**src/design/apool_pkg.sv**
```systemverilog
`timescale 1ns / 1ps
// Shared constants and register codes for the 1-D average pooling block.
package apool_pkg;

   localparam int unsigned MAX_KERNEL_DEF   = 64;
   localparam int unsigned MAX_CHANNELS_DEF = 16;
   localparam int unsigned MAX_WIDTH        = 4096;
   localparam int unsigned MAX_STRIDE       = 64;
   localparam int unsigned SAMPLE_BITS      = 16;

   localparam int unsigned POS_W      = $clog2(MAX_WIDTH);
   localparam int unsigned PHASE_W    = $clog2(MAX_STRIDE);
   localparam int unsigned CFG_W      = 7;
   localparam int unsigned CHCNT_W    = 5;
   localparam int unsigned CSR_IDX_W  = 2;
   localparam int unsigned CHAN_OUT_W = 4;

   typedef enum logic [CSR_IDX_W-1:0] {
      REG_KERNEL_SIZE   = 2'd0,
      REG_STRIDE        = 2'd1,
      REG_CHANNEL_COUNT = 2'd2
   } csr_index_type;

endpackage

```
**src/design/apool_div.sv**
```systemverilog
`timescale 1ns / 1ps
// Bit-serial signed divider: window sum over kernel size, truncated toward zero.
module apool_div #(
   parameter int unsigned SUM_W = apool_pkg::SAMPLE_BITS + 6,
   parameter int unsigned Q_W   = apool_pkg::SAMPLE_BITS,
   parameter int unsigned K_W   = apool_pkg::CFG_W
) (
   input  logic                    clock,
   input  logic                    reset,
   input  logic                    start,
   input  logic signed [SUM_W-1:0] dividend,
   input  logic        [K_W-1:0]   divisor,
   output logic                    done,
   output logic signed [Q_W-1:0]   quotient
);

   localparam int unsigned CNT_W = $clog2(SUM_W + 1);

   logic             busy_ff, busy_in;
   logic             done_ff, done_in;
   logic [CNT_W-1:0] cnt_ff, cnt_in;
   logic [K_W-1:0]   rem_ff, rem_in;
   logic [SUM_W-1:0] mag_ff, mag_in;
   logic [K_W-1:0]   dvs_ff, dvs_in;
   logic             neg_ff, neg_in;
   logic [K_W:0]     trial;
   logic [K_W:0]     diff;
   logic             qbit;
   logic [SUM_W-1:0] q_signed;

   always_comb begin
      busy_in = busy_ff;
      done_in = 1'b0;
      cnt_in  = cnt_ff;
      rem_in  = rem_ff;
      mag_in  = mag_ff;
      dvs_in  = dvs_ff;
      neg_in  = neg_ff;
      // one restoring step: bring down the next dividend bit
      trial   = {rem_ff, mag_ff[SUM_W-1]};
      diff    = trial - {1'b0, dvs_ff};
      qbit    = (trial >= {1'b0, dvs_ff});
      if (start) begin
         busy_in = 1'b1;
         cnt_in  = CNT_W'(SUM_W);
         rem_in  = '0;
         neg_in  = dividend[SUM_W-1];
         mag_in  = dividend[SUM_W-1] ? (SUM_W'(0) - SUM_W'(dividend)) : SUM_W'(dividend);
         dvs_in  = divisor;
      end else if (busy_ff) begin
         rem_in = qbit ? diff[K_W-1:0] : trial[K_W-1:0];
         mag_in = {mag_ff[SUM_W-2:0], qbit};
         cnt_in = cnt_ff - CNT_W'(1);
         if (cnt_ff == CNT_W'(1)) begin
            busy_in = 1'b0;
            done_in = 1'b1;
         end
      end
   end

   always_ff @(posedge clock) begin
      if (reset) begin
         busy_ff <= 1'b0;
         done_ff <= 1'b0;
         cnt_ff  <= '0;
      end else begin
         busy_ff <= busy_in;
         done_ff <= done_in;
         cnt_ff  <= cnt_in;
      end
      rem_ff <= rem_in;
      mag_ff <= mag_in;
      dvs_ff <= dvs_in;
      neg_ff <= neg_in;
   end

   assign q_signed = neg_ff ? (SUM_W'(0) - mag_ff) : mag_ff;
   assign quotient = Q_W'(q_signed);
   assign done     = done_ff;

endmodule

```
**config.mk**
```make
export PLATFORM = sky130hd
export DESIGN_NAME = apool_div
export DESIGN_NICKNAME = d
export VERILOG_FILES = /design/src/design/apool_pkg.sv /design/src/design/apool_div.sv
export SDC_FILE = /design/constraint.sdc
export NUM_CORES = 1
export LEC_CHECK = 0
export BUFFER_PORTS_ARGS = -buffer_cell sky130_fd_sc_hd__buf_2
export CORE_MARGIN = 2
export CORE_UTILIZATION = 55
export CTS_CLUSTER_DIAMETER = 100
export CTS_CLUSTER_SIZE = 25
export DETAILED_ROUTE_END_ITERATION = 10
export GPL_TIMING_DRIVEN = 0
export PLACE_DENSITY_LB_ADDON = 0.15
export REMOVE_ABC_BUFFERS = 1
export SLEW_MARGIN = 20
export SYNTH_ARGS = -nofsm -noshare
export SYNTH_HDL_FRONTEND = slang
export SYNTH_SLANG_ARGS = --single-unit
```
**constraint.sdc**
```tcl
create_clock -name clock -period 5.8 [get_ports clock]
set_clock_uncertainty 0.05 [all_clocks]
set_input_delay 0.58 -clock clock [delete_from_list [all_inputs] [get_ports clock]]
set_output_delay 0.58 -clock clock [all_outputs]
set_load 0.02 [all_outputs]
```
==> results of run 1 <==
[sequential cells by signal (all words and copies together), names as in the netlist]
register / flops
neg_ff: 1
rem_ff: 7
dvs_ff: 7
cnt_ff: 5
done: 1
busy_ff: 1
mag_ff: 22
[cells by family after synthesis]
group                      share of synthesized area (%)
DFF                                                 40.8
muxes                                               2.60
and+or+nand+nor                                     18.4
xor gates and xnor gates                            12.1
buffers and inverters                               4.84
adders and majority gates                           5.45
AOI/OAI and AO/OA                                   15.8
[through the flow]
step,hold WS [ns],power (mW)
after global routing,0.389,0.887
after detailed placement,0.450,0.641
after CTS,0.390,0.844
final,0.404,0.837
after global placement,0.439,0.635
after floorplan,0.421,0.564
[synth_stat cells (3+ instances only)]
cell type   n
nor2_1     40
edfxtp_1   30
a21oi_1    25
xnor2_1    20
xor2_1     20
inv_1      17
clkbuf_1   14
dfxtp_1    14
nand2_1    14
o21ai_0    13
ha_1       11
o31ai_1     9
or3_1       8
nor3_1      7
a211oi_1    6
mux2i_1     6
nand2b_1    5
o41ai_2     4
or4_1       4
or4b_2      4
nand4b_1    3
nor2b_1     3
[final timing paths]
| kind | from | to | slack [ns] | depth (start not counted) |
|---|---|---|---|---|
| max reg2reg | mag_ff[21]$_DFFE_PP_ | rem_ff[0]$_SDFFE_PP0P_ | 3.23 | 8 |
| min reg2reg | rem_ff[6]$_SDFFE_PP0P_ | rem_ff[6]$_SDFFE_PP0P_ | 0.46 | 2 |
| min | divisor[1] | dvs_ff[1]$_DFFE_PP_ | 0.40 | 1 |
| max | mag_ff[5]$_DFFE_PP_ | quotient[15] | 2.67 | 6 |
[power by group]
| part | switching, mW | internal [mW] | total [mW] |
|---|---|---|---|
| registers | 0.0291 | 0.372 | 0.402 |
| logic | 0.135 | 0.0985 | 0.234 |
| clock network | 0.104 | 0.0973 | 0.202 |
| total | 0.269 | 0.568 | 0.837 |
[metal layers]
layer	vias to the layer above	GRT usage, %	wire length [um]
met3	7	4.03	197
met4	0	7.45	83
met1	1080	26.1	2570
met2	44	35.6	2830
li1	1167	-	-
met5	-	0	0
[final cells by class]
cell class / count / share of cell area [%]
inverter: 17 / 1.97
multi-input combinational: 226 / 48.6
sequential: 44 / 36.4
timing repair buffer: 48 / 7.49
clock buffer: 8 / 2.78
tap: 70 / 2.70
[worst max-delay path: stages (launching register included)]
cell      delay (ns)
edfxtp_1        0.43
or3_1           0.45
or3_1           0.41
or2_2           0.32
o41ai_2         0.26
xnor2_1         0.16
buf_2           0.18
==> metrics.md, run 1 <==
| Metric | Value |
|---|---|
| Seq/Total Area, Yosys | 40.8% |
| Worst hold path type | input port to register |
| CTS Buffer Depth | 2 |
| Setup TNS | 0 ns |
| TritonCTS clock tree | built |
| Synth top area cells | edfxtp_1, dfxtp_1, xnor2_1 |
| Max frequency | 0.320 GHz |
| Num CTS Buffers | 5 |
| Drt total wl | 5.68 mm |
| DR pass1 iterations | 4 |
| Syn. warnings | 0 |
| Slew headroom | 42.4% |
| Number of diodes | 0 |
| First-pass GRT wire length | 9.78 mm |
| Status | finished, final reports clean |
| Antenna violations before repair | 0 |
| Placed Area | 3150 sq um |
| Clock-pin slew on the worst setup and hold paths | 0.08 ns |
| Min cycle time layout | 3.13 ns |
| Drc violations | 0 |
| 1st-iter DRT viols | 98 |
| Gate Count Post-Synth | 304 |
| Dpl ws | 2.94 ns |
| # resized after CTS | 0 |
| HPWL after DPL | 3.97 mm |
| Detail Route Antenna Nets | 0 |
| Leading area contributor after synthesis | edfxtp_1 |
| Wirelength per Cell | 13.8 um |
| Final hold vios | 0 |
| Commonest non-fill, non-tap cell in the layout | buf_2 |
| Final Instance Count excl. Fillers | 413 |
| Vias in the first global route | 2,150 |
| Fin util | 63.5% |
| Synth unique cells | 43 |
| Port buffer count | 48 |
| H-tree levels | 2 |
| Die area | 5860 sq um |
| Worst Setup Start Kind | register |
| Setup ws final | 2.67 ns |
| Vias per cell | 5.56 |
| Via count | 2,298 |
| Row Count | 26 |
| Die span in y | 76.5 um |
| Area occupied by multi-input gates | 1580 sq um |
| Layout cells sized above 1 | 21.0% |
| Die Wd | 76.5 um |
| Kind of critical path | register to primary output |
| Avg Inst Size Synth | 9.52 sq um |
| CP endpoint kind | primary output |
| Final #Nets | 386 |
| #FFs+latches synth | 44 |
| CP Data Required Time | 5.17 ns |
| Clock insertion delay at the later pin of the skew report | 0.29 ns |
| Setup bufs post-CTS | 0 |
| Area delta synth->final | 12.1% |
| # fillers | 465 |
| MaxCap Viol Count | 0 |
| Total routing usage reported by global routing | 20.8% |
| Core Area | 5110 sq um |
| Crit path arrival time | 2.50 ns |
| CP Max Fanout | 4 |
| Hold_buf cts | 0 |
| Final Cycle Share | 54.0% |
| Placed instance count | 405 |
| Most frequent cells in the layout | buf_2, nor2_1, edfxtp_1, a21oi_1 |
| Worst vdd ir | 0.142 mV |
| Final setup vio count | 0 |
| GP Congestion | 0.848 |
| Max-slew violations | 0 |
| Final Cell Area | 3240 sq um |
| Clock Tree Root | clkbuf_8 |
| Clk sinks | 44 |
| Top_reg_cell synth | edfxtp_1 |
| P_leak | 1.27 nW |
| Largest net degree at the start of global routing | 70 |
| Slew of the pin with the lowest slew margin | 0.859 ns |
| Fraction of registers with async set/reset | 0% |
| Synth top area share | 31.1% |
| EDFF count, synth | 30 |
| Post-synthesis cell area | 2890 sq um |
| Initial Util | 56.6% |
| FF/Latch Area | 1180 sq um |
| RSZ-0062 raised after global routing | false |
| Power per Cell Area | 258 nW/um^2 |
| GRT overflow | 0 |
| I/O pin cnt | 49 |
Note: power is estimated with default switching activity, not from simulation.
==> inputs of run 2 (changes only) <==
--- a/config.mk
+++ b/config.mk
@@ -7,7 +7,7 @@
 export LEC_CHECK = 0
 export BUFFER_PORTS_ARGS = -buffer_cell sky130_fd_sc_hd__buf_2
 export CORE_MARGIN = 2
-export CORE_UTILIZATION = 55
+export CORE_UTILIZATION = 51
 export CTS_CLUSTER_DIAMETER = 100
 export CTS_CLUSTER_SIZE = 25
 export DETAILED_ROUTE_END_ITERATION = 10
==> constraint.sdc (replaced) <==
create_clock -name clock -period 2.8 [get_ports clock]
set_clock_uncertainty 0.05 [all_clocks]
set_input_delay 0.28 -clock clock [delete_from_list [all_inputs] [get_ports clock]]
set_output_delay 0.28 -clock clock [all_outputs]
set_load 0.02 [all_outputs]
==> run 2 against run 1 <==
Core utilization decreased by 2.2 points. Combinational power increased by 120%. Via count increased by 0.57%. Sequential power increased by 110%. Sequential share of layout area decreased by 1.4 points. Critical path depth unchanged. Clock power increased by 130%. Critical endpoint unchanged.
==> metrics.md, run 2 (synthesis gave the netlist of run 1 again) <==
| Metric | Value |
|---|---|
| Status | finished, final reports clean |
| R2r setup slk | 0.20 ns (-3.03 ns) |
| Core Area | 5510 sq um (+7.8%) |
| Area occupied by multi-input gates | 1620 sq um (+2.8%) |
| Worst hold path type | input port to register |
| Wirelength per Cell | 13.7 um (-0.59%) |
| CP bufs+invs | 1 (unchanged) |
| MaxCap Viol Count | 0 (unchanged) |
| TritonCTS clock tree | built |
| H-tree levels | 2 (unchanged) |
| Final hold vios | 0 (unchanged) |
| Drc violations | 0 (unchanged) |
| Most frequent cell on the critical path | or3_4 |
| Slew of the pin with the lowest slew margin | 0.823 ns (-0.0355 ns) |
| Commonest non-fill, non-tap cell in the layout | buf_2 |
| Reg-to-reg startpoint | mag_ff[21]$_DFFE_PP_ |
| Setup TNS | 0 ns (unchanged) |
| Final Instance Count excl. Fillers | 423 (+2.4%) |
| Layout cells sized above 1 | 24.5% (+3.5 points) |
| Slew headroom | 44.8% (+2.4 points) |
| Final #Nets | 394 (+2.1%) |
| Vias per cell | 5.46 (-1.8%) |
| Row Count | 27 (+3.8%) |
| CP Data Required Time | 2.47 ns (-2.70 ns) |
| Slowest stage delay, CP | 0.46 ns (about the same) |
| Placed instance count | 407 (+0.49%) |
| Antenna violations before repair | 0 (unchanged) |
| R2R Path End | rem_ff[1]$_SDFFE_PP0P_ |
| Max FFs per register | 22 (unchanged) |
| Most frequent cells in the layout | buf_2, nor2_1, edfxtp_1, a21oi_1 |
| Power per Cell Area | 535 nW/um^2 (+110%) |
| First-pass GRT wire length | 9.34 mm (-4.5%) |
| CP startpoint | mag_ff[3]$_DFFE_PP_ |
| Detail Route Antenna Nets | 0 (unchanged) |
| Die Wd | 79.3 um (+3.6%) |
| Die area | 6290 sq um (+7.4%) |
| Placed Area | 3150 sq um (+0.16%) |
| CP Max Fanout | 4 (unchanged) |
| Fin util | 61.3% (-2.2 points) |
| Hold_buf cts | 0 (unchanged) |
| Setup ws final | 0.107 ns (-2.56 ns) |
| Worst vdd ir | 0.267 mV (+89%) |
| GRT overflow | 0 (unchanged) |
| Final Cell Area | 3370 sq um (+4.1%) |
| Cell family with most CP delay | simple AND/OR/NAND/NOR gates |
| Dpl ws | 0.202 ns (-2.74 ns) |
| I/O pin cnt | 49 (unchanged) |
| CTS Buffer Depth | 2 (unchanged) |
| Crit. path cell count | 6 (unchanged) |
| Largest Register | mag_ff |
| Port buffer count | 48 (unchanged) |
| CP endpoint kind | primary output |
| Largest net degree at the start of global routing | 70 (unchanged) |
| Final setup vio count | 0 (unchanged) |
| DR pass1 iterations | 4 (unchanged) |
| # fillers | 497 (+6.9%) |
| HPWL after DPL | 3.97 mm (about the same) |
| Vias in the first global route | 2,222 (+3.3%) |
| Via count | 2,311 (+0.57%) |
| Initial Util | 52.5% (-4.1 points) |
| FF/Latch Area | 1180 sq um (unchanged) |
| Min cycle time layout | 2.69 ns |
| Max frequency | 0.371 GHz |
| RSZ-0062 raised after global routing | false |
| Pwr Total | 1.80 mW (+120%) |
| Clk sinks | 44 (unchanged) |
| Max-slew violations | 0 (unchanged) |
| Drt total wl | 5.78 mm (+1.8%) |
| P_leak | 1.34 nW (+5.8%) |
| Number of diodes | 0 (unchanged) |
| Total routing usage reported by global routing | 18.8% (-2.0 points) |
| 1st-iter DRT viols | 55 (-44%) |
| Hold Path Stages | 1 (unchanged) |
| Largest regs | mag_ff: 22 flops, dvs_ff: 7 flops, rem_ff: 7 flops |
| Worst Setup EP | quotient[15] |
| Clock Tree Root | clkbuf_8 |
| Worst-path cell chain | or3_4 -> or3_4 -> or2_4 -> o41ai_4 -> xnor2_1 -> buf_4 |
| Hold slack | 0.102 ns (-0.301 ns) |
| Crit-path slowest cell | edfxtp_1 |
| Area delta synth->final | 16.6% |
| Num CTS Buffers | 5 (unchanged) |
| Kind of critical path | register to primary output |
| Clock insertion delay at the later pin of the skew report | 0.30 ns (about the same) |
| Worst Reg-to-Reg Cells | 8 (unchanged) |
| Worst Setup Start Kind | register |
| GP Congestion | 0.832 (-2.0%) |
| Die span in y | 79.3 um (+3.6%) |
| Final Cycle Share | 96.2% |
| Clock-pin slew on the worst setup and hold paths | 0.09 ns (about the same) |
| Crit path arrival time | 2.36 ns (-0.14 ns) |
==> run 2: per-layer routing <==
metal / global-route usage, % / wire [um] / up-vias
met2: 33.7 / 2890 / 40
met3: 4.32 / 216 / 4
li1: - / - / 1184
met5: 0 / 0 / -
met1: 22.2 / 2620 / 1083
met4: 5.69 / 55 / 0
==> run 2: how the worst min path moves through the flow <==
stage	start	to	slack (ns)
final	divisor[0]	dvs_ff[0]$_DFFE_PP_	0.10
after global routing	divisor[5]	dvs_ff[5]$_DFFE_PP_	0.08
after CTS	divisor[0]	dvs_ff[0]$_DFFE_PP_	0.09
after detailed placement	divisor[0]	dvs_ff[0]$_DFFE_PP_	0.41
after global placement	divisor[5]	dvs_ff[5]$_DFFE_PP_	0.41
after floorplan	start	rem_ff[5]$_SDFFE_PP0P_	0.30
==> run 2: what timing repair did <==
action / in CTS / in global routing
setup endpoints to repair: 4 / 4
gates resized for setup: 7 / 6
setup buffers: 0 / 8
==> run 2: worst register-to-register path, stage by stage, from the launching register on <==
cell and delay (ns):
edfxtp_1 0.39, inv_1 0.06, ha_1 0.22, fa_1 0.41, nand2b_1 0.20, a211oi_1 0.26, nor3_2 0.18, or4b_2 0.63
o311ai_0 0.12
==> run 2: area by class of cell <==
class	count	area share (%)
Inverter	17	1.89
Sequential cell	44	35.0
Clock buffer	6	2.78
Multi-Input combinational cell	226	48.0
Timing Repair Buffer	56	9.27
Tap cell	72	2.67
Clock inverter	2	0.334
==> run 2: power by group <==
| part | switching (mW) | internal [mW] | total (mW) |
|---|---|---|---|
| logic | 0.288 | 0.229 | 0.517 |
| clock network | 0.226 | 0.229 | 0.455 |
| registers | 0.0615 | 0.772 | 0.833 |
| total | 0.575 | 1.23 | 1.80 |
